**config.mk**
```make
export PLATFORM = sky130hd
export DESIGN_NAME = lls_front
export DESIGN_NICKNAME = d
export VERILOG_FILES = /design/src/rtl/lls_pkg.sv /design/src/rtl/lls_front.sv
export SDC_FILE = /design/constraint.sdc
export NUM_CORES = 1
export LEC_CHECK = 0
export ABC_AREA = 1
export BUFFER_PORTS_ARGS = -buffer_cell sky130_fd_sc_hd__buf_2
export CORE_MARGIN = 2
export CORE_UTILIZATION = 36
export CTS_BUF_LIST = sky130_fd_sc_hd__clkbuf_16
export DETAILED_ROUTE_END_ITERATION = 10
export PLACE_DENSITY_LB_ADDON = 0.25
export SYNTH_ARGS = -nofsm -noshare
export SYNTH_HDL_FRONTEND = slang
export SYNTH_SLANG_ARGS = --single-unit
```
**constraint.sdc**
```tcl
create_clock -name i_clk -period 3.65 [get_ports i_clk]
set_clock_uncertainty 0.1 [all_clocks]
set_input_delay 0.73 -clock i_clk [delete_from_list [all_inputs] [get_ports i_clk]]
set_output_delay 0.73 -clock i_clk [all_outputs]
set_load 0.1 [all_outputs]
```
**src/rtl/lls_pkg.sv**
```systemverilog
package lls_pkg;

    localparam int MAX_LEN = 1024;
    localparam int ADDR_W  = $clog2(MAX_LEN);
    localparam int LEN_W   = $clog2(MAX_LEN + 1);
    localparam int VAL_W   = 32;
    localparam int LIS_W   = 11;

    localparam logic REQ_PUSH   = 1'b0;
    localparam logic REQ_FINISH = 1'b1;

    typedef struct packed {
        logic                    finish;
        logic signed [VAL_W-1:0] value;
    } t_cmd;

    typedef struct packed {
        logic [LIS_W-1:0] lis_length;
        logic             overflow;
    } t_res;

endpackage

```
**src/rtl/lls_front.sv**
```systemverilog
module lls_front
    import lls_pkg::*;
(
    input  logic                    i_clk,
    input  logic                    i_rst_n,
    input  logic                    i_push,
    output logic                    o_full,
    input  logic                    i_req_type,
    input  logic signed [VAL_W-1:0] i_value,
    output logic                    o_cmd_valid,
    output t_cmd                    o_cmd,
    input  logic                    i_cmd_pop
);

    t_cmd       r_q [2];
    logic       r_wp;
    logic       r_rp;
    logic [1:0] r_cnt;
    logic       w_wr;
    logic       w_rd;
    t_cmd       w_in;

    assign o_full      = (r_cnt == 2'd2);
    assign o_cmd_valid = (r_cnt != 2'd0);
    assign o_cmd       = r_q[r_rp];
    assign w_wr        = i_push && !o_full;
    assign w_rd        = i_cmd_pop && o_cmd_valid;

    // Classify: finish or push; value only matters for a push.
    always_comb begin
        w_in.finish = (i_req_type == REQ_FINISH);
        w_in.value  = i_value;
    end

    always_ff @(posedge i_clk) begin
        if (w_wr) begin
            r_q[r_wp] <= w_in;
        end
    end

    always_ff @(posedge i_clk) begin
        if (!i_rst_n) begin
            r_wp  <= 1'b0;
            r_rp  <= 1'b0;
            r_cnt <= 2'd0;
        end else begin
            if (w_wr) begin
                r_wp <= ~r_wp;
            end
            if (w_rd) begin
                r_rp <= ~r_rp;
            end
            unique case ({w_wr, w_rd})
                2'b10:   r_cnt <= r_cnt + 2'd1;
                2'b01:   r_cnt <= r_cnt - 2'd1;
                default: r_cnt <= r_cnt;
            endcase
        end
    end

endmodule

```
==> flow_summary.json <==
{
  "core_mm2": 0.00761,
  "via_count": 1397,
  "synth_area_leaders": "edfxtp_1 (71%), mux2_4 (16%), dfxtp_1 (3.6%)",
  "start_util": 0.366,
  "synth_compound_area_frac": 0.00629,
  "tightest_slew_ns": 0.560,
  "die-area_mm2": 0.00845,
  "cts_root_buffer": "clkbuf_16",
  "rsz0062_at_grt": "no",
  "status": "finished clean",
  "synthesis.nets": 179,
  "ios": 72,
  "insertion_delay_ns": 0.32,
  "ys_warn_count": 0,
  "die_w_um": 91.9,
  "ys_seq_area_frac": 0.748,
  "drive_gt1_frac": 0.536,
  "slew_violations": 0,
  "period_share": 0.746,
  "antenna_cells_inserted": 0,
  "dp_hpwl_mm": 2.88,
  "syn2layout_area_growth_pct": 25.9,
  "crit_chain": "buf_12, mux2_4, buf_2",
  "hold_path_class": "register to register",
  "syn-cell-area_mm2": 0.00278,
  "yosys-top-cells-count": "edfxtp_1 (66), mux2_4 (30), nor2_1 (11)",
  "min_period_ns": 2.72,
  "placed_area_mm2": 0.00324,
  "gp_congestion": 0.690,
  "p_leak_nw": 1.41,
  "synthMuxAreaShare": 0.174,
  "cts_buffers": 9,
  "crit_required_ns": 2.82,
  "fin_tns_setup_ns": 0,
  "htreeDepth": 3,
  "post-synth-top-count-cell": "edfxtp_1",
  "multiInputGateArea_um2": 611,
  "yosys.area_share.xor_xnor": 0,
  "crit_buf_inv": 2,
  "holdWs_ns": 0.392,
  "post-route-util": 0.461,
  "grt_start_max_net_pins": 34,
  "grt_pass1_vias": 1401,
  "final_cell_area_mm2": 0.00350,
  "drt-total-wl_mm": 4.33,
  "cts_setup_buffers": 0,
  "synth_top_family_by_area": "multiplexers",
  "synth_cell_types": 16,
  "cts_resized": 0,
  "grt_use_total": 0.109,
  "critPathKind": "register to output pin",
  "drv_cap": 0,
  "synthArstFlopShare": 0,
  "yosys.area.top_type": "edfxtp_1",
  "cpPeakStageDelay_ns": 0.68,
  "yosys.area_share.adder": 0.00450,
  "synth-seq-cells": 71,
  "routedWlPerCell_um": 13.3,
  "clk_pin_slew_ns": 0.05,
  "clock.fmax_mhz": 367,
  "syn_inst": 141,
  "num-nets-final": 260,
  "hold_viol_final": 0,
  "start_kind": "register",
  "viasPerCell": 4.29,
  "worstPathArrival_ns": 1.89,
  "worst_path_max_delay_cell": "dfxtp_2",
  "grt_pass1_wl_mm": 6.67,
  "port_buffers": 71,
  "crit_family": "flip-flops",
  "vdd_drop_max_uv": 480,
  "final-seq-area_mm2": 0.00208,
  "powerDensity_mw_per_mm2": 818,
  "crit_fanout": 18,
  "cts_tree": "done",
  "avgSynthCellArea_um2": 19.7,
  "relSlewSlack": 0.627,
  "ctsHoldBuffers": 0,
  "overflow": 0,
  "synth_edf_count": 66,
  "ys.flop_type": "edfxtp_1",
  "yosys.area_share.simple": 0.0319,
  "die_h_um": 91.9,
  "clock_path_buffers": 2,
  "synth_top_area_frac": 0.712,
  "end_kind": "output pin",
  "drt_first_pass_iters": 4,
  "clock-sinks": 71,
  "num_rows": 32,
  "drtAntennaViolNets": 0,
  "setup_viol": 0,
  "grt_antenna_before_repair": 0,
  "drtIter0Drc": 77,
  "drc_errors": 0,
  "fillers": 696
}
path summary, 6_finish.rpt:
kind / startpoint / to / slack [ns] / depth (start not counted)
worst min-delay path: r_rp$_SDFFE_PN0P_ / register / 0.39 / 2
worst max-delay path: register / o_cmd[27] / 0.93 / 3
worst min register to register: r_rp$_SDFFE_PN0P_ / register / 0.39 / 2
worst max register to register: r_cnt[0]$_SDFFE_PN0P_ / r_q[0][19]$_DFFE_PP_ / 1.96 / 5
power breakdown:
part           internal, mW  leakage [nW]  switching (mW)
combinational         0.231         0.622           0.807
sequential            0.998         0.659          0.0493
clock                 0.508         0.134           0.274
total                  1.74          1.41            1.13
per-layer routing:
| layer | vias up | share of wire | track usage | wire (um) |
|---|---|---|---|---|
| met1 | 664 | 0.43 | 0.120 | 1850 |
| met3 | 6 | 0.065 | 0.0567 | 281 |
| met4 | 0 | 0.014 | 0.0485 | 60 |
| li1 | 689 | - | - | - |
| met5 | - | 0 | 0 | 0 |
| met2 | 38 | 0.49 | 0.176 | 2130 |
cell type report:
cell class / instances / share of cell area
flip-flops and latches: 71 / 0.594
multi-input cells: 59 / 0.174
repair buffers: 74 / 0.111
clock buffers: 9 / 0.0643
well taps: 102 / 0.0364
clock inverters: 4 / 0.0118
inverters: 7 / 0.00750
per-stage QoR:
step           worst slack (ns)  power (mW)  std cells
6_report                  0.929        2.87        326
5_1_grt                   0.838        2.98        326
4_1_cts                   0.891        2.90        326
3_5_place_dp               1.23        2.11        313
3_3_place_gp               1.26        2.11        313
2_1_floorplan             0.749        2.00        141
registers in the layout (all words and copies together), names as in the netlist, named ones only:
name,count
r_q,66
r_wp,1
r_rp,1
r_cnt,2
cells by family (layout without fill, tap and decap cells):
family,Yosys count,count (layout)
multiplexers,33,33
flip-flops,71,71
AND/OR/NAND/NOR,22,22
adder cells (fa/ha/maj),1,1
buffers and inverters,11,94
AO/OA/AOI/OAI,3,3
cell usage in the layout (no fill, tap or decap), drive strengths merged:
master / instances
nand2: 8
bufinv: 1
inv: 8
ha: 1
nand3: 1
clkbuf: 9
dfxtp: 5
mux2: 33
nor2: 12
nand4: 1
a21oi: 1
o21ai: 1
clkinv: 2
buf: 74
edfxtp: 66
o21a: 1
tightest hold or removal path, cell delays in order (launching register included):
cell	delay, ns
dfxtp_1	0.33
nor2_1	0.06
nor2_1	0.07
No activity file was read; power rests on OpenSTA's default activity.
