==> config.mk <==
export PLATFORM = sky130hd
export DESIGN_NAME = lls_res_q
export DESIGN_NICKNAME = d
export VERILOG_FILES = /design/src/rtl/lls_pkg.sv /design/src/rtl/lls_res_q.sv
export SDC_FILE = /design/constraint.sdc
export NUM_CORES = 1
export LEC_CHECK = 0
export ABC_AREA = 1
export BUFFER_PORTS_ARGS = -buffer_cell sky130_fd_sc_hd__buf_2
export CELL_PAD_IN_SITES_DETAIL_PLACEMENT = 1
export CELL_PAD_IN_SITES_GLOBAL_PLACEMENT = 1
export CORE_ASPECT_RATIO = 1.75
export CORE_MARGIN = 2
export CORE_UTILIZATION = 43
export DETAILED_ROUTE_END_ITERATION = 8
export PLACE_DENSITY_LB_ADDON = 0.25
export SLEW_MARGIN = 30
export SYNTH_ARGS = -nofsm -noshare
export SYNTH_HDL_FRONTEND = slang
export SYNTH_SLANG_ARGS = --single-unit
==> constraint.sdc <==
create_clock -name i_clk -period 3.9 [get_ports i_clk]
set_input_delay 0.39 -clock i_clk [delete_from_list [all_inputs] [get_ports i_clk]]
set_output_delay 0.39 -clock i_clk [all_outputs]
set_load 0.02 [all_outputs]
==> src/rtl/lls_pkg.sv <==
package lls_pkg;

    localparam int MAX_LEN = 1024;
    localparam int ADDR_W  = $clog2(MAX_LEN);
    localparam int LEN_W   = $clog2(MAX_LEN + 1);
    localparam int VAL_W   = 32;
    localparam int LIS_W   = 11;

    localparam logic REQ_PUSH   = 1'b0;
    localparam logic REQ_FINISH = 1'b1;

    typedef struct packed {
        logic                    finish;
        logic signed [VAL_W-1:0] value;
    } t_cmd;

    typedef struct packed {
        logic [LIS_W-1:0] lis_length;
        logic             overflow;
    } t_res;

endpackage

==> src/rtl/lls_res_q.sv <==
module lls_res_q
    import lls_pkg::*;
(
    input  logic i_clk,
    input  logic i_rst_n,
    input  logic i_wr,
    input  t_res i_res,
    output logic o_full,
    output logic o_empty,
    output t_res o_res,
    input  logic i_pop
);

    t_res       r_q [2];
    logic       r_wp;
    logic       r_rp;
    logic [1:0] r_cnt;
    logic       w_wr;
    logic       w_rd;

    assign o_full  = (r_cnt == 2'd2);
    assign o_empty = (r_cnt == 2'd0);
    assign o_res   = r_q[r_rp];
    assign w_wr    = i_wr && !o_full;
    assign w_rd    = i_pop && !o_empty;

    always_ff @(posedge i_clk) begin
        if (w_wr) begin
            r_q[r_wp] <= i_res;
        end
    end

    always_ff @(posedge i_clk) begin
        if (!i_rst_n) begin
            r_wp  <= 1'b0;
            r_rp  <= 1'b0;
            r_cnt <= 2'd0;
        end else begin
            if (w_wr) begin
                r_wp <= ~r_wp;
            end
            if (w_rd) begin
                r_rp <= ~r_rp;
            end
            unique case ({w_wr, w_rd})
                2'b10:   r_cnt <= r_cnt + 2'd1;
                2'b01:   r_cnt <= r_cnt - 2'd1;
                default: r_cnt <= r_cnt;
            endcase
        end
    end

endmodule

==> results.toml <==
[sta]
timing.max_slew.rel_slack_pct = 60.0
maxSlewViolCount = 0
max_clock_freq_mhz = 535
hold_violations = 0
worstMarginPinSlew_ns = 0.600
fin_tns_setup_ns = 0
final.hold.worst_slack_ns = 0.308
setup_slack_ns = 2.03
post-route-period-util_pct = 47.9
skew_ns = 0.00403
unrepaired_setup_endpoints_after_global_routing = "no"
fin_crit_ns = 1.87
report.final.setup_viol = 0

[drt]
wl_met3_um = 118
avgViaCountPerCell = 4.97
wl_met2_um = 1110
route.detailed.drc = 0
final_antenna_net_count = 0
dr.max_layer_used = "met4"
routed_wire_length_per_instance_um = 14.5
first_pass_iters = 3
drt-initial-drc-count = 5
routedLengthMet1_um = 740
postRouteWirelength_um = 2010
via_count = 691

[global_route]
grt_pass1_wl_um = 3460
antenna_found_initial = 0
first_global_vias = 760
largest_net_degree_at_the_start_of_global_routing = 13
globalRouteTotalUtil_pct = 15.8
grt.overflow.total = 0

[yosys]
yosysWarnings = 0
ys_ff_latch = 29
yosysSeqAreaShare_pct = 72.6
yosys-mux-area-fraction_pct = 11.9
avgSynthCellArea_um2 = 14.7
synth_xor_area_share_pct = 0
postSynthNetCount = 94
synth_fa_ha_area_share_pct = 1.11
synth_compound_gate_area_share_pct = 0.885
synth_top_family_by_area = "multiplexers"
postSynthCellCount = 77
synth_simple_gate_area_share_pct = 9.51
synth_cell_type_count = 16
synthesis.area_mm2 = 0.00113

[die]
die_width_um = 42.8
floorplan.initialDensity_pct = 45.4
die_h_um = 71.8
io_pins = 30
core-area_mm2 = 0.00249
row_count = 24
die_area_mm2 = 0.00307

[power]
power_density_mw_per_mm2 = 607
cell_internal_power_mw = 0.583
power_frac_clock_pct = 27.3
static-leakage-power_nw = 0.573
switching_share_pct = 30.5
total_switching_power_mw = 0.255
total_power_mw = 0.839
irDropWorstVdd_v = 0.000369
seq_power_share_pct = 48.3
power_frac_comb_pct = 24.4

[cts]
post_cts_resized = 0
worst_setup_hold_path_clk_slew_ns = 0.06
cts-root-buf = "sky130_fd_sc_hd__clkbuf_8"
cts_tree = "yes"
cts_sinks = 29
htree_num_levels = 2
postCtsHoldBufs = 0
insertion_delay_ns = 0.27
clockBufferDepth = 2
post-cts-setup-buffers = 0
tritoncts.num_buffers = 5

[status]
status = "complete, no violations"

[setup_path]
arrival_ns = 1.48
timing.critical_path.from_type = "flop"
classification_of_the_worst_setup_path = "reg2out"
critical_path_peak_fanout = 12
critical_path.endpoint_type = "output port"
worstPathRequired_ns = 3.51

[final_layout]
num-fill-cells = 262
n_antenna_cell = 0
final_area_mm2 = 0.00138
post_route_cells_drive_above_1_share_pct = 49.6
finish.net_count = 129
area_growth_pct = 22.2

[place]
hpwlAfterDp_um = 1550
numPortBuffers = 29
routabilityCongestion = 0.598
detailed_place.area_mm2 = 0.00130
place_worst_setup_slack_ns = 2.01

[run]
maxCapViolCount = 0

[hold_path]
holdCritPathClass = "in2reg"
cell families (layout without fill, tap and decap cells):
logic type / after synthesis / in the layout
AND/OR/NAND/NOR: 23 / 23
AO/OA/AOI/OAI: 2 / 2
flip-flops: 29 / 29
multiplexers: 12 / 12
adder cells (fa/ha/maj): 1 / 1
buffers and inverters: 10 / 46
cells in the final DEF, fill, tap and decap left out:
master,count
sky130_fd_sc_hd__buf_2,29
sky130_fd_sc_hd__clkbuf_1,1
sky130_fd_sc_hd__nand3_1,1
sky130_fd_sc_hd__dfxtp_1,5
sky130_fd_sc_hd__clkinv_2,2
sky130_fd_sc_hd__ha_1,1
sky130_fd_sc_hd__clkbuf_8,5
sky130_fd_sc_hd__inv_2,2
sky130_fd_sc_hd__nor2_4,1
sky130_fd_sc_hd__nor2_1,8
sky130_fd_sc_hd__a21oi_1,1
sky130_fd_sc_hd__mux2_2,12
sky130_fd_sc_hd__nand2_2,1
sky130_fd_sc_hd__nand2_1,7
sky130_fd_sc_hd__edfxtp_1,24
sky130_fd_sc_hd__inv_1,7
sky130_fd_sc_hd__nand4_1,1
sky130_fd_sc_hd__nor2_2,4
sky130_fd_sc_hd__o21ai_0,1
path summary, 6_finish.rpt:
path	to	cells after the start	slack, ns	from
setup / recovery	o_res[7]	2	2.03	flop
hold / removal	r_q[1][11]	1	0.31	i_res[11]
hold reg to reg	flop	2	0.50	r_rp
setup reg to reg	r_q[0][9]	5	2.39	r_cnt[1]
sequential cells by signal, indices dropped and copies added (netlist names), named ones only:
register	count
r_rp	1
r_wp	1
r_q	24
r_cnt	2
worst max-delay path, stage by stage, from the launching register on:
cell and delay, ns:
sky130_fd_sc_hd__dfxtp_1 0.65, sky130_fd_sc_hd__mux2_2 0.40, sky130_fd_sc_hd__buf_2 0.16
synthesized netlist by cell type:
master / number / area share [%]
sky130_fd_sc_hd__edfxtp_1: 24 / 64
sky130_fd_sc_hd__nand3_1: 1 / 0.44
sky130_fd_sc_hd__nor2_2: 3 / 1.7
sky130_fd_sc_hd__a21oi_1: 1 / 0.44
sky130_fd_sc_hd__nor2_1: 9 / 3.0
sky130_fd_sc_hd__buf_6: 1 / 1.0
sky130_fd_sc_hd__dfxtp_1: 5 / 8.8
sky130_fd_sc_hd__nand4_1: 1 / 0.55
sky130_fd_sc_hd__nand2_2: 1 / 0.55
sky130_fd_sc_hd__inv_1: 7 / 2.3
sky130_fd_sc_hd__o21ai_0: 1 / 0.44
sky130_fd_sc_hd__mux2_2: 12 / 12
sky130_fd_sc_hd__nor2_4: 1 / 1.0
sky130_fd_sc_hd__inv_2: 2 / 0.66
sky130_fd_sc_hd__ha_1: 1 / 1.1
sky130_fd_sc_hd__nand2_1: 7 / 2.3
per-layer routing:
metal	vias up	GRT usage [%]
li1	337	-
met1	326	16.7
met2	22	26.1
met3	6	5.79
met4	0	9.38
met5	-	0
area by class of cell:
type                    count  area [um2]  area share (%)
clock inverters             2        10.0           0.724
well taps                  26        32.5            2.35
clock buffers               6        72.6            5.25
multi-input cells          38         268            19.4
flip-flops and latches     29         821            59.4
inverters                   9        33.8            2.44
repair buffers             29         145            10.5
power by group through the flow:
stage                     combinational, mW  clock, mW  sequential (mW)
after floorplan                       0.159          0            0.399
after global placement                0.201          0            0.410
final                                 0.205      0.229            0.405
after detailed placement              0.209          0            0.413
after CTS                             0.209      0.240            0.407
after global routing                  0.228      0.250            0.411
metrics by stage:
step | util [%] | std cells
final | 55.5 | 139
after global routing | 55.5 | 139
after detailed placement | 52.1 | 131
after CTS | 55.4 | 139
after floorplan | - | 77
after global placement | 52.1 | 131
(Power assumes the default switching activity.)
